--- src/hw/rtl/nrspm_pkg.sv ---
// Shared types, constants and the helper function of the NAND RAID stripe page mapper.
package nrspm_pkg;

   localparam int MAX_PAGES_PER_BLOCK = 4096;
   localparam int MAX_BLOCKS          = 65536;

   localparam int PAGE_BYTES_W = 17;
   localparam int OOB_BYTES_W  = 13;
   localparam int PPB_W        = 13;
   localparam int BLOCKS_W     = 17;
   localparam int DPAGES_W     = 4;

   localparam int LP_W      = 28;
   localparam int BLK_W     = 16;
   localparam int STR_W     = 12;
   localparam int PAGE_W    = 28;
   localparam int SPB_W     = 13;
   localparam int TAIL_W    = 4;
   localparam int LPB_W     = 20;
   localparam int LOOB_W    = 16;
   localparam int CAP_W     = 45;
   localparam int TOTAL_W   = SPB_W + BLOCKS_W;
   localparam int SLEN_W    = DPAGES_W + 1;
   localparam int SHIFT_W   = 2;
   localparam int REM_W     = SPB_W;
   localparam int RECIP_W   = 15;
   localparam int RECIP_SH  = 16;
   localparam int BASE_W    = BLK_W + PPB_W;
   localparam int STROFF_W  = STR_W + SLEN_W + 1;
   localparam int CAPPROD_W = PAGE_BYTES_W + TOTAL_W;

   localparam int DIV_STAGES = BLK_W;

   localparam int QUEUE_DEPTH = 8;
   localparam int QPTR_W      = $clog2(QUEUE_DEPTH);
   localparam int QCNT_W      = $clog2(QUEUE_DEPTH + 1);

   localparam int REQ_DATA_W  = 32;
   localparam int RSP_DATA_W  = 184;
   localparam int RSP_PAD_W   = RSP_DATA_W - (BLK_W + STR_W + 2 * PAGE_W + SPB_W + TAIL_W
                                              + LPB_W + LOOB_W + CAP_W);
   localparam int CSR_INDEX_W = 3;
   localparam int CSR_DATA_W  = 17;

   localparam logic [PAGE_BYTES_W-1:0] RESET_PAGE_BYTES = 17'd16384;
   localparam logic [OOB_BYTES_W-1:0]  RESET_OOB_BYTES  = 13'd1024;
   localparam logic [PPB_W-1:0]        RESET_PPB        = 13'd256;
   localparam logic [BLOCKS_W-1:0]     RESET_BLOCKS     = 17'd1024;
   localparam logic                    RESET_RAID       = 1'b0;
   localparam logic [DPAGES_W-1:0]     RESET_DPAGES     = 4'd4;

   typedef enum logic [1:0] {
      STATUS_OK      = 2'd0,
      STATUS_BAD_CFG = 2'd1,
      STATUS_RANGE   = 2'd2
   } status_type;

   typedef enum logic [CSR_INDEX_W-1:0] {
      REG_PAGE_BYTES     = 3'd0,
      REG_OOB_BYTES      = 3'd1,
      REG_PAGES_PER_BLK  = 3'd2,
      REG_BLOCK_COUNT    = 3'd3,
      REG_RAID_MODE      = 3'd4,
      REG_DATA_PAGES     = 3'd5
   } reg_index_type;

   typedef struct packed {
      logic                ok;
      logic                raid;
      logic [DPAGES_W-1:0] dp;
      logic [SLEN_W-1:0]   slen;
      logic [PPB_W-1:0]    ppb;
      logic [SPB_W-1:0]    spb;
      logic [TAIL_W-1:0]   tail;
      logic [TOTAL_W-1:0]  total;
      logic [LPB_W-1:0]    lpb;
      logic [LOOB_W-1:0]   loob;
      logic [CAP_W-1:0]    cap;
   } geom_type;

   typedef struct packed {
      status_type       status;
      logic [LP_W-1:0]  lp;
   } queue_entry_type;

   typedef struct packed {
      status_type        status;
      logic [REM_W-1:0]  rem;
      logic [BLK_W-1:0]  quo;
      logic [BLK_W-1:0]  low;
   } div_type;

   function automatic div_type div_step(input div_type cur, input logic [SPB_W-1:0] divisor);
      div_type          nxt;
      logic [REM_W:0]   trial;
      trial    = {cur.rem, cur.low[BLK_W-1]};
      nxt      = cur;
      nxt.low  = {cur.low[BLK_W-2:0], 1'b0};
      if (trial >= {1'b0, divisor}) begin
         nxt.rem = REM_W'(trial - {1'b0, divisor});
         nxt.quo = {cur.quo[BLK_W-2:0], 1'b1};
      end else begin
         nxt.rem = trial[REM_W-1:0];
         nxt.quo = {cur.quo[BLK_W-2:0], 1'b0};
      end
      return nxt;
   endfunction

endpackage

--- src/hw/rtl/nrspm_geom.sv ---
// Configuration registers and the pipelined derivation of the stripe geometry.
module nrspm_geom (
   input  logic                               clock,
   input  logic                               reset,
   input  logic                               csr_valid,
   output logic                               csr_ready,
   input  logic [nrspm_pkg::CSR_INDEX_W-1:0]  csr_index,
   input  logic [nrspm_pkg::CSR_DATA_W-1:0]   csr_data,
   output nrspm_pkg::geom_type                geom
);
   import nrspm_pkg::*;

   logic [PAGE_BYTES_W-1:0] page_bytes_ff;
   logic [OOB_BYTES_W-1:0]  oob_bytes_ff;
   logic [PPB_W-1:0]        ppb_ff;
   logic [BLOCKS_W-1:0]     blocks_ff;
   logic                    raid_ff;
   logic [DPAGES_W-1:0]     dpages_ff;

   logic                    ok1_in, ok1_ff;
   logic [DPAGES_W-1:0]     dp1_in, dp1_ff;
   logic [SLEN_W-1:0]       slen1_in, slen1_ff;
   logic [SHIFT_W-1:0]      shift1_in, shift1_ff;
   logic [SPB_W-1:0]        spb1_in, spb1_ff;
   logic                    raid1_ff;
   logic                    dp_legal;
   logic [RECIP_W-1:0]      recip;
   logic [PPB_W+RECIP_W:0]  quot_prod;

   logic                    ok2_in, ok2_ff;
   logic [SPB_W-1:0]        spb2_ff;
   logic [PPB_W-1:0]        covered_pages;
   logic [PPB_W-1:0]        tail_full;
   logic [TAIL_W-1:0]       tail2_in, tail2_ff;
   logic [TOTAL_W-1:0]      total2_in, total2_ff;
   logic [LPB_W-1:0]        lpb2_in, lpb2_ff;
   logic [LOOB_W-1:0]       loob2_in, loob2_ff;
   logic [SHIFT_W-1:0]      shift2_ff;

   logic [CAPPROD_W-1:0]    cap_prod;
   logic [CAP_W-1:0]        cap3_in, cap3_ff;

   assign csr_ready = !reset;

   always_ff @(posedge clock) begin
      if (reset) begin
         page_bytes_ff <= RESET_PAGE_BYTES;
         oob_bytes_ff  <= RESET_OOB_BYTES;
         ppb_ff        <= RESET_PPB;
         blocks_ff     <= RESET_BLOCKS;
         raid_ff       <= RESET_RAID;
         dpages_ff     <= RESET_DPAGES;
      end else if (csr_valid && csr_ready) begin
         case (csr_index)
            REG_PAGE_BYTES:    page_bytes_ff <= csr_data[PAGE_BYTES_W-1:0];
            REG_OOB_BYTES:     oob_bytes_ff  <= csr_data[OOB_BYTES_W-1:0];
            REG_PAGES_PER_BLK: ppb_ff        <= csr_data[PPB_W-1:0];
            REG_BLOCK_COUNT:   blocks_ff     <= csr_data[BLOCKS_W-1:0];
            REG_RAID_MODE:     raid_ff       <= csr_data[0];
            REG_DATA_PAGES:    dpages_ff     <= csr_data[DPAGES_W-1:0];
            default: ;
         endcase
      end
   end

   always_comb begin
      dp_legal = (dpages_ff == 4'd2) || (dpages_ff == 4'd4) || (dpages_ff == 4'd8);
      ok1_in   = (page_bytes_ff != '0) && (oob_bytes_ff != '0) && (ppb_ff != '0) &&
                 (blocks_ff != '0) && (ppb_ff <= PPB_W'(MAX_PAGES_PER_BLOCK)) &&
                 (blocks_ff <= BLOCKS_W'(MAX_BLOCKS)) && (!raid_ff || dp_legal);
      dp1_in   = raid_ff ? dpages_ff : DPAGES_W'(1);
      slen1_in = raid_ff ? (SLEN_W'(dpages_ff) + SLEN_W'(1)) : SLEN_W'(1);
      case (dpages_ff)
         4'd2:    shift1_in = raid_ff ? 2'd1 : 2'd0;
         4'd4:    shift1_in = raid_ff ? 2'd2 : 2'd0;
         4'd8:    shift1_in = raid_ff ? 2'd3 : 2'd0;
         default: shift1_in = 2'd0;
      endcase
      case (slen1_in)
         5'd3:    recip = 15'd21846;
         5'd5:    recip = 15'd13108;
         5'd9:    recip = 15'd7282;
         default: recip = '0;
      endcase
      quot_prod = (PPB_W+RECIP_W+1)'(ppb_ff) * (PPB_W+RECIP_W+1)'(recip);
      spb1_in   = (slen1_in == SLEN_W'(1)) ? ppb_ff : quot_prod[RECIP_SH +: SPB_W];
   end

   always_ff @(posedge clock) begin
      ok1_ff    <= ok1_in;
      raid1_ff  <= raid_ff;
      dp1_ff    <= dp1_in;
      slen1_ff  <= slen1_in;
      shift1_ff <= shift1_in;
      spb1_ff   <= spb1_in;
   end

   always_comb begin
      ok2_in        = ok1_ff && (spb1_ff != '0);
      covered_pages = PPB_W'(spb1_ff * PPB_W'(slen1_ff));
      tail_full     = ppb_ff - covered_pages;
      tail2_in      = tail_full[TAIL_W-1:0];
      total2_in     = TOTAL_W'(spb1_ff) * TOTAL_W'(blocks_ff);
      lpb2_in       = LPB_W'(page_bytes_ff) << shift1_ff;
      loob2_in      = LOOB_W'(oob_bytes_ff) << shift1_ff;
   end

   always_ff @(posedge clock) begin
      ok2_ff    <= ok2_in;
      spb2_ff   <= spb1_ff;
      tail2_ff  <= tail2_in;
      total2_ff <= total2_in;
      lpb2_ff   <= lpb2_in;
      loob2_ff  <= loob2_in;
      shift2_ff <= shift1_ff;
   end

   always_comb begin
      cap_prod = CAPPROD_W'(page_bytes_ff) * CAPPROD_W'(total2_ff);
      cap3_in  = CAP_W'(cap_prod << shift2_ff);
   end

   always_ff @(posedge clock) begin
      cap3_ff <= cap3_in;
   end

   always_comb begin
      geom.ok    = ok2_ff;
      geom.raid  = raid1_ff;
      geom.dp    = dp1_ff;
      geom.slen  = slen1_ff;
      geom.ppb   = ppb_ff;
      geom.spb   = spb2_ff;
      geom.tail  = tail2_ff;
      geom.total = total2_ff;
      geom.lpb   = lpb2_ff;
      geom.loob  = loob2_ff;
      geom.cap   = cap3_ff;
   end

endmodule

--- src/hw/rtl/nrspm_front.sv ---
// Front end: accepts requests and classifies them as valid, bad configuration or out of range.
module nrspm_front (
   input  logic                              clock,
   input  logic                              reset,
   input  logic                              req_tvalid,
   output logic                              req_tready,
   input  logic [nrspm_pkg::REQ_DATA_W-1:0]  req_tdata,
   input  nrspm_pkg::geom_type               geom,
   input  logic [nrspm_pkg::QCNT_W-1:0]      queue_count,
   output logic                              push,
   output nrspm_pkg::queue_entry_type        push_entry
);
   import nrspm_pkg::*;

   logic             v1_ff, v2_ff;
   logic [LP_W-1:0]  lp1_ff, lp2_ff;
   logic             accept;

   assign req_tready = !reset &&
                       ((queue_count + QCNT_W'(v1_ff) + QCNT_W'(v2_ff)) < QCNT_W'(QUEUE_DEPTH));
   assign accept     = req_tvalid && req_tready;

   always_ff @(posedge clock) begin
      if (reset) begin
         v1_ff <= 1'b0;
         v2_ff <= 1'b0;
      end else begin
         v1_ff <= accept;
         v2_ff <= v1_ff;
      end
   end

   always_ff @(posedge clock) begin
      lp1_ff <= req_tdata[LP_W-1:0];
      lp2_ff <= lp1_ff;
   end

   always_comb begin
      push          = v2_ff;
      push_entry.lp = lp2_ff;
      if (!geom.ok) begin
         push_entry.status = STATUS_BAD_CFG;
      end else if (TOTAL_W'(lp2_ff) >= geom.total) begin
         push_entry.status = STATUS_RANGE;
      end else begin
         push_entry.status = STATUS_OK;
      end
   end

endmodule

--- src/hw/rtl/nrspm_queue.sv ---
// Short first-in first-out queue of classified requests between the front and back ends.
module nrspm_queue (
   input  logic                          clock,
   input  logic                          reset,
   input  logic                          push,
   input  nrspm_pkg::queue_entry_type    push_entry,
   input  logic                          pop,
   output logic                          not_empty,
   output nrspm_pkg::queue_entry_type    head,
   output logic [nrspm_pkg::QCNT_W-1:0]  count
);
   import nrspm_pkg::*;

   queue_entry_type     entry_ff [QUEUE_DEPTH];
   logic [QPTR_W-1:0]   wr_ptr_ff, wr_ptr_in;
   logic [QPTR_W-1:0]   rd_ptr_ff, rd_ptr_in;
   logic [QCNT_W-1:0]   count_ff, count_in;
   logic                do_pop;

   assign not_empty = (count_ff != '0);
   assign do_pop    = pop && not_empty;
   assign head      = entry_ff[rd_ptr_ff];
   assign count     = count_ff;

   always_comb begin
      wr_ptr_in = push   ? (wr_ptr_ff + QPTR_W'(1)) : wr_ptr_ff;
      rd_ptr_in = do_pop ? (rd_ptr_ff + QPTR_W'(1)) : rd_ptr_ff;
      count_in  = count_ff + QCNT_W'(push) - QCNT_W'(do_pop);
   end

   always_ff @(posedge clock) begin
      if (reset) begin
         wr_ptr_ff <= '0;
         rd_ptr_ff <= '0;
         count_ff  <= '0;
      end else begin
         wr_ptr_ff <= wr_ptr_in;
         rd_ptr_ff <= rd_ptr_in;
         count_ff  <= count_in;
      end
   end

   always_ff @(posedge clock) begin
      if (push) begin
         entry_ff[wr_ptr_ff] <= push_entry;
      end
   end

endmodule

--- src/hw/rtl/nrspm_back.sv ---
// Back end: pipelined divider, physical page arithmetic and the response register.
module nrspm_back (
   input  logic                              clock,
   input  logic                              reset,
   input  logic                              not_empty,
   input  nrspm_pkg::queue_entry_type        head,
   output logic                              pop,
   input  nrspm_pkg::geom_type               geom,
   output logic                              rsp_tvalid,
   input  logic                              rsp_tready,
   output logic [nrspm_pkg::RSP_DATA_W-1:0]  rsp_tdata,
   output logic [1:0]                        rsp_tuser
);
   import nrspm_pkg::*;

   div_type              div_in  [DIV_STAGES+1];
   div_type              div_ff  [DIV_STAGES+1];
   logic                 dv_ff   [DIV_STAGES+1];

   logic                 advance;

   logic [STR_W-1:0]     stripe;
   logic [BASE_W-1:0]    base_in, base_ff;
   logic [STROFF_W-1:0]  str_first_in, str_first_ff;
   logic [STROFF_W-1:0]  str_par_in, str_par_ff;
   logic                 p1_valid_ff;
   status_type           p1_status_ff;
   logic [BLK_W-1:0]     p1_blk_ff;
   logic [STR_W-1:0]     p1_stripe_ff;

   logic                 out_valid_ff;
   status_type           out_status_ff;
   logic                 p1_ok;
   logic [BLK_W-1:0]     out_blk_in, out_blk_ff;
   logic [STR_W-1:0]     out_stripe_in, out_stripe_ff;
   logic [PAGE_W-1:0]    out_first_in, out_first_ff;
   logic [PAGE_W-1:0]    out_parity_in, out_parity_ff;
   logic                 out_ok;

   assign advance = !out_valid_ff || rsp_tready;
   assign pop     = advance && not_empty;

   always_comb begin
      div_in[0].status = head.status;
      div_in[0].rem    = REM_W'(head.lp[LP_W-1:BLK_W]);
      div_in[0].quo    = '0;
      div_in[0].low    = head.lp[BLK_W-1:0];
      for (int k = 0; k < DIV_STAGES; k++) begin
         div_in[k+1] = div_step(div_ff[k], geom.spb);
      end
   end

   always_ff @(posedge clock) begin
      if (reset) begin
         for (int k = 0; k <= DIV_STAGES; k++) begin
            dv_ff[k] <= 1'b0;
         end
         p1_valid_ff  <= 1'b0;
         out_valid_ff <= 1'b0;
      end else if (advance) begin
         dv_ff[0] <= not_empty;
         for (int k = 0; k < DIV_STAGES; k++) begin
            dv_ff[k+1] <= dv_ff[k];
         end
         p1_valid_ff  <= dv_ff[DIV_STAGES];
         out_valid_ff <= p1_valid_ff;
      end
   end

   always_comb begin
      stripe       = div_ff[DIV_STAGES].rem[STR_W-1:0];
      base_in      = BASE_W'(div_ff[DIV_STAGES].quo) * BASE_W'(geom.ppb);
      str_first_in = STROFF_W'(stripe) * STROFF_W'(geom.slen);
      str_par_in   = str_first_in + (geom.raid ? STROFF_W'(geom.dp) : '0);
   end

   always_comb begin
      p1_ok         = (p1_status_ff == STATUS_OK);
      out_blk_in    = p1_ok ? p1_blk_ff : '0;
      out_stripe_in = p1_ok ? p1_stripe_ff : '0;
      out_first_in  = p1_ok ? PAGE_W'(base_ff + BASE_W'(str_first_ff)) : '0;
      out_parity_in = p1_ok ? PAGE_W'(base_ff + BASE_W'(str_par_ff)) : '0;
   end

   always_ff @(posedge clock) begin
      if (advance) begin
         for (int k = 0; k <= DIV_STAGES; k++) begin
            div_ff[k] <= div_in[k];
         end
         base_ff       <= base_in;
         str_first_ff  <= str_first_in;
         str_par_ff    <= str_par_in;
         p1_status_ff  <= div_ff[DIV_STAGES].status;
         p1_blk_ff     <= div_ff[DIV_STAGES].quo;
         p1_stripe_ff  <= stripe;
         out_status_ff <= p1_status_ff;
         out_blk_ff    <= out_blk_in;
         out_stripe_ff <= out_stripe_in;
         out_first_ff  <= out_first_in;
         out_parity_ff <= out_parity_in;
      end
   end

   assign out_ok     = (out_status_ff == STATUS_OK);
   assign rsp_tvalid = out_valid_ff;
   assign rsp_tuser  = out_status_ff;
   assign rsp_tdata  = {RSP_PAD_W'(0),
                        out_ok ? geom.cap  : CAP_W'(0),
                        out_ok ? geom.loob : LOOB_W'(0),
                        out_ok ? geom.lpb  : LPB_W'(0),
                        out_ok ? geom.tail : TAIL_W'(0),
                        out_ok ? geom.spb  : SPB_W'(0),
                        out_parity_ff,
                        out_first_ff,
                        out_stripe_ff,
                        out_blk_ff};

endmodule

--- src/hw/rtl/nand_raid_stripe_page_mapper.sv ---
// Top level of the NAND RAID stripe page mapper.
//
//  Channel  Direction  Handshake             Contents
//  req_     in         req_tvalid/tready     logical page number
//  rsp_     out        rsp_tvalid/tready     status, page position and logical geometry
//  csr_     in         csr_valid/ready       register index and write data
//
// One request is accepted per cycle while the queue has room; the divider in the back end
// has one stage per quotient bit. Reset restores the default geometry, and the derived
// geometry follows a write to the configuration registers.
// A stalled response holds the back end while the front end keeps filling its queue.
module nand_raid_stripe_page_mapper (
   input  logic                              clock,
   input  logic                              reset,
   input  logic                              req_tvalid,
   output logic                              req_tready,
   // [27:0] page number, [31:28] zero
   input  logic [nrspm_pkg::REQ_DATA_W-1:0]  req_tdata,
   output logic                              rsp_tvalid,
   input  logic                              rsp_tready,
   // [15:0] block, [27:16] stripe, [55:28] first page,
   // [83:56] parity, [96:84] stripe count, [100:97] unused pages,
   // [120:101] page size, [136:121] oob size,
   // [181:137] capacity, [183:182] zero
   output logic [nrspm_pkg::RSP_DATA_W-1:0]  rsp_tdata,
   // [1:0] status
   output logic [1:0]                        rsp_tuser,
   input  logic                              csr_valid,
   output logic                              csr_ready,
   input  logic [nrspm_pkg::CSR_INDEX_W-1:0] csr_index,
   input  logic [nrspm_pkg::CSR_DATA_W-1:0]  csr_data
);
   import nrspm_pkg::*;

   geom_type            geom;
   logic                push;
   queue_entry_type     push_entry;
   logic                pop;
   logic                not_empty;
   queue_entry_type     head;
   logic [QCNT_W-1:0]   queue_count;

   nrspm_geom u_geom (
      .clock     (clock),
      .reset     (reset),
      .csr_valid (csr_valid),
      .csr_ready (csr_ready),
      .csr_index (csr_index),
      .csr_data  (csr_data),
      .geom      (geom)
   );

   nrspm_front u_front (
      .clock       (clock),
      .reset       (reset),
      .req_tvalid  (req_tvalid),
      .req_tready  (req_tready),
      .req_tdata   (req_tdata),
      .geom        (geom),
      .queue_count (queue_count),
      .push        (push),
      .push_entry  (push_entry)
   );

   nrspm_queue u_queue (
      .clock      (clock),
      .reset      (reset),
      .push       (push),
      .push_entry (push_entry),
      .pop        (pop),
      .not_empty  (not_empty),
      .head       (head),
      .count      (queue_count)
   );

   nrspm_back u_back (
      .clock      (clock),
      .reset      (reset),
      .not_empty  (not_empty),
      .head       (head),
      .pop        (pop),
      .geom       (geom),
      .rsp_tvalid (rsp_tvalid),
      .rsp_tready (rsp_tready),
      .rsp_tdata  (rsp_tdata),
      .rsp_tuser  (rsp_tuser)
   );

endmodule

--- config.mk ---
export PLATFORM = sky130hd
export DESIGN_NAME = nand_raid_stripe_page_mapper
export DESIGN_NICKNAME = d
export VERILOG_FILES = /design/src/hw/rtl/nrspm_pkg.sv /design/src/hw/rtl/nrspm_geom.sv /design/src/hw/rtl/nrspm_front.sv /design/src/hw/rtl/nrspm_queue.sv /design/src/hw/rtl/nrspm_back.sv /design/src/hw/rtl/nand_raid_stripe_page_mapper.sv
export SDC_FILE = /design/constraint.sdc
export NUM_CORES = 2
export LEC_CHECK = 0
export ABC_AREA = 1
export BUFFER_PORTS_ARGS = -buffer_cell sky130_fd_sc_hd__buf_2
export CELL_PAD_IN_SITES_DETAIL_PLACEMENT = 0
export CELL_PAD_IN_SITES_GLOBAL_PLACEMENT = 2
export CORE_UTILIZATION = 37
export CTS_CLUSTER_SIZE = 10
export DETAILED_ROUTE_END_ITERATION = 7
export PLACE_DENSITY = 0.76
export SYNTH_ARGS = -nofsm -noshare
export SYNTH_HDL_FRONTEND = slang
export SYNTH_SLANG_ARGS = --single-unit
--- constraint.sdc ---
create_clock -name clock -period 17.43 [get_ports clock]
set_clock_uncertainty 0.15 [all_clocks]
set_input_delay 0.8715 -clock clock [delete_from_list [all_inputs] [get_ports clock]]
set_output_delay 0.8715 -clock clock [all_outputs]
set_load 0.02 [all_outputs]
==> flow_metrics.py <==
metrics = {
    "synthesis": {
        "post_synth_num_cell_types": 72,
        "yosysWarnings": 0,
        "ys.flop_type": "edfxtp_1",
        "syn_area_sq_um": 94100,
        "syn_inst": 10200,
        "ys_seq_area_share_pct": 36.9,
        "async_flop_share_pct": 0,
        "synth_area_per_cell_sq_um": 9.22,
        "synth_edf_count": 961,
        "ys_seq_elements": 1256,
    },
    "status": {
        "status": "completed",
    },
    "power_and_ir_drop": {
        "total_leakage_power_uw": 0.0478,
        "p_per_area_nw_per_um2": 121,
        "p_clk_share_pct": 24.0,
        "pwr-share-comb_pct": 36.4,
        "internal-power_uw": 7870,
        "switching_share_pct": 37.6,
        "ir_drop_uv": 109,
        "p_switching_uw": 4750,
        "pwr-share-seq_pct": 39.6,
    },
    "sta": {
        "slew_violations": 0,
        "fmax_ghz": 0.137,
        "relSlewSlack_pct": 19.3,
        "tns_ns": 0,
        "setup_violations": 0,
        "period_share_pct": 41.7,
        "rsz0062_at_grt": "false",
        "finalHoldViolations": 0,
        "period_minus_slack_ns": 7.28,
        "tightest_slew_ns": 1.21,
        "whs_ns": 0.0780,
    },
    "floorplan": {
        "io_pins": 246,
        "die_y_um": 506,
        "start_util_pct": 37.3,
        "dieArea_sq_um": 256000,
        "die_w_um": 506,
        "coreArea_sq_um": 252000,
        "rows": 184,
    },
    "clocking": {
        "ctsResizeCount": 0,
        "htree_levels": 4,
        "cts.sinks": 1256,
        "cts_buffers": 153,
        "clock_latency_ns": 0.85,
        "cts-root-buf": "clkbuf_16",
        "cts_hold_buf": 28,
        "cts_tree": "built",
        "clk_pin_slew_ns": 0.06,
        "clock_path_buffers": 3,
        "cts_setup_buffers": 0,
    },
    "cells_and_area": {
        "fin_area_sq_um": 104000,
        "drive_gt1_share_pct": 6.65,
        "fillers": 24900,
        "nets": 12000,
        "area_delta_synth_final_pct": 10.4,
    },
    "routing": {
        "ant_nets": 0,
        "dr.pass1.iters": 6,
        "vias": 67500,
        "routedWlPerCell_um": 18.9,
        "vias_per_cell": 4.88,
        "drt_wl_total_um": 261000,
        "first_iter_violations": 3878,
        "route.detailed.drc": 0,
    },
    "placed_design": {
        "io_buffers": 239,
        "placed_area_sq_um": 98800,
        "dpl.hpwl_um": 195000,
        "place_congestion": 0.895,
    },
    "critical_path": {
        "reg2reg_depth": 30,
        "slowest_delay_ns": 0.53,
        "worst-setup-path-type": "reg -> reg",
        "start_kind": "flop",
        "crit_path_frequent_cell": "inv_1",
        "end_kind": "flop",
        "cp_slowest_cell": "fa_1",
        "required_ns": 18.00,
        "crit_fanout": 11,
        "cp_data_arrival_time_ns": 7.84,
    },
    "global_route": {
        "antenna_found_initial": 6,
        "grt_pass1_wl_um": 411000,
        "grt.overflow.total": 0,
        "grt_pass1_vias": 70300,
        "grt_max_degree": 167,
        "grtUsageTotal_pct": 20.6,
    },
    "min_path": {
        "hold_class": "in -> reg",
        "hold_path_depth": 2,
    },
    "run": {
        "drv_cap": 0,
    },
}
[layer usage]
layer | up-vias | track usage (%) | share of wire (%)
met1 | 33200 | 27.1 | 45
met5 | - | 0 | 0
met4 | 0 | 5.22 | 2.4
li1 | 32800 | - | -
met2 | 1254 | 35.9 | 49
met3 | 287 | 2.42 | 3.7
[cells in the mapped netlist (10+ instances only)]
cell type  number  area [sq um]
a21o_1         37           278
a21oi_1       567          2840
a21oi_2        15           131
a31oi_1        69           432
buf_1          35           131
buf_2          21           105
clkbuf_1      300          1130
dfxtp_1       295          5910
edfxtp_1      961         28900
fa_1          895         17900
ha_1          664          8310
inv_1        1923          7220
inv_2          15          56.3
mux2i_1        31           310
nand2_1      1907          7160
nand2_2        17           106
nand3_1       331          1660
nand3b_1       10          75.1
nand4_1        63           394
nor2_1        892          3350
nor3_1         62           310
nor4_1         28           175
o21a_1         21           158
o21ai_0       510          2550
o21ai_1        19          95.1
o21ai_2        21           184
o21bai_1       27           203
o22ai_1        31           194
or2_2          34           213
xnor2_1       121          1060
xor2_1        157          1380
[cell type report]
type | instances | area, sq um | area share [%]
Clock buffer | 238 | 4230 | 4.07
Inverter | 1943 | 7300 | 7.03
Clock inverter | 32 | 588 | 0.566
Antenna cell | 2 | 5.00 | 0.00482
Timing Repair Buffer | 366 | 2230 | 2.15
Sequential cell | 1256 | 34800 | 33.5
Multi-Input combinational cell | 6639 | 50600 | 48.7
Tap cell | 3348 | 4190 | 4.03
[worst max-delay path: cells and delay by family (launching register included)]
kind | cells | cell delay (ns)
flip-flops | 1 | 0.45
adder cells (fa/ha/maj) | 7 | 3.10
AND/OR/NAND/NOR | 10 | 1.53
buffers and inverters | 8 | 0.99
AO/OA/AOI/OAI | 5 | 0.97
[power by group through the flow]
stage	clock network, uW	logic, uW	registers [uW]
final	3030	4590	5000
after global routing	3240	5230	5090
after CTS	3130	4620	5020
after detailed placement	0	4590	5080
after global placement	0	4570	5060
after floorplan	0	3480	4810
[placed cells by master, fill, tap and decap left out, drive strengths merged, types with 35 or more instances in the layout]
cell type,instances
nor3,64
nand4,64
fa,895
nand2,1925
a31oi,69
nor2,903
ha,664
a21oi,583
a21o,37
or2,35
edfxtp,961
clkbuf,238
o21ai,556
xnor2,121
inv,1940
nand3,341
dfxtp,295
buf,338
xor2,161
[registers in the layout, summed over array words and instances, names as in the netlist, 17 cells and up, named ones only]
name and cells:
u_back.div_ff 525, u_queue.entry_ff 240, u_geom.cap3_ff 45, u_geom.total2_ff 30, u_back.base_ff 28, u_back.out_first_ff 28, u_back.out_parity_ff 28, u_front.lp1_ff 28
u_front.lp2_ff 28, u_geom.lpb2_ff 20, u_back.str_par_ff 18, u_back.dv_ff 17, u_back.str_first_ff 17, u_geom.blocks_ff 17, u_geom.page_bytes_ff 17
[logic make-up (layout without fill, tap and decap cells)]
logic type | count (synthesis) | in the layout | synth area share [%]
AND/OR/NAND/NOR | 3378 | 3378 | 14.6
buffers and inverters | 2317 | 2579 | 9.37
adder cells (fa/ha/maj) | 1559 | 1559 | 27.9
AO/OA/AOI/OAI | 1383 | 1383 | 8.15
flip-flops | 1256 | 1256 | 36.9
XOR/XNOR | 282 | 282 | 2.68
multiplexers | 35 | 35 | 0.377
other | 1 | 4 | 0.00398
[metrics by stage]
| stage | utilization (%) | cells | power (uW) | setup slack [ns] |
|---|---|---|---|---|
| 2_1_floorplan | - | 10200 | 8290 | 5.00 |
| 5_1_grt | 41.2 | 13800 | 13600 | 9.68 |
| 6_report | 41.2 | 13800 | 12600 | 10.15 |
| 3_5_place_dp | 39.2 | 13500 | 9660 | 10.14 |
| 4_1_cts | 41.2 | 13800 | 12800 | 10.16 |
| 3_3_place_gp | 39.2 | 13500 | 9630 | 10.15 |
[path summary, 6_finish.rpt]
path | startpoint | to | slack, ns
setup / recovery | u_geom.dpages_ff[0] | u_geom.spb1_ff[6] | 10.15
setup reg to reg | u_geom.dpages_ff[0] | u_geom.spb1_ff[6] | 10.15
hold reg to reg | u_front.lp1_ff[11] | u_front.lp2_ff[11] | 0.16
hold / removal | req_tvalid | u_front.v1_ff | 0.08
No activity file was read; power rests on OpenSTA's default activity.
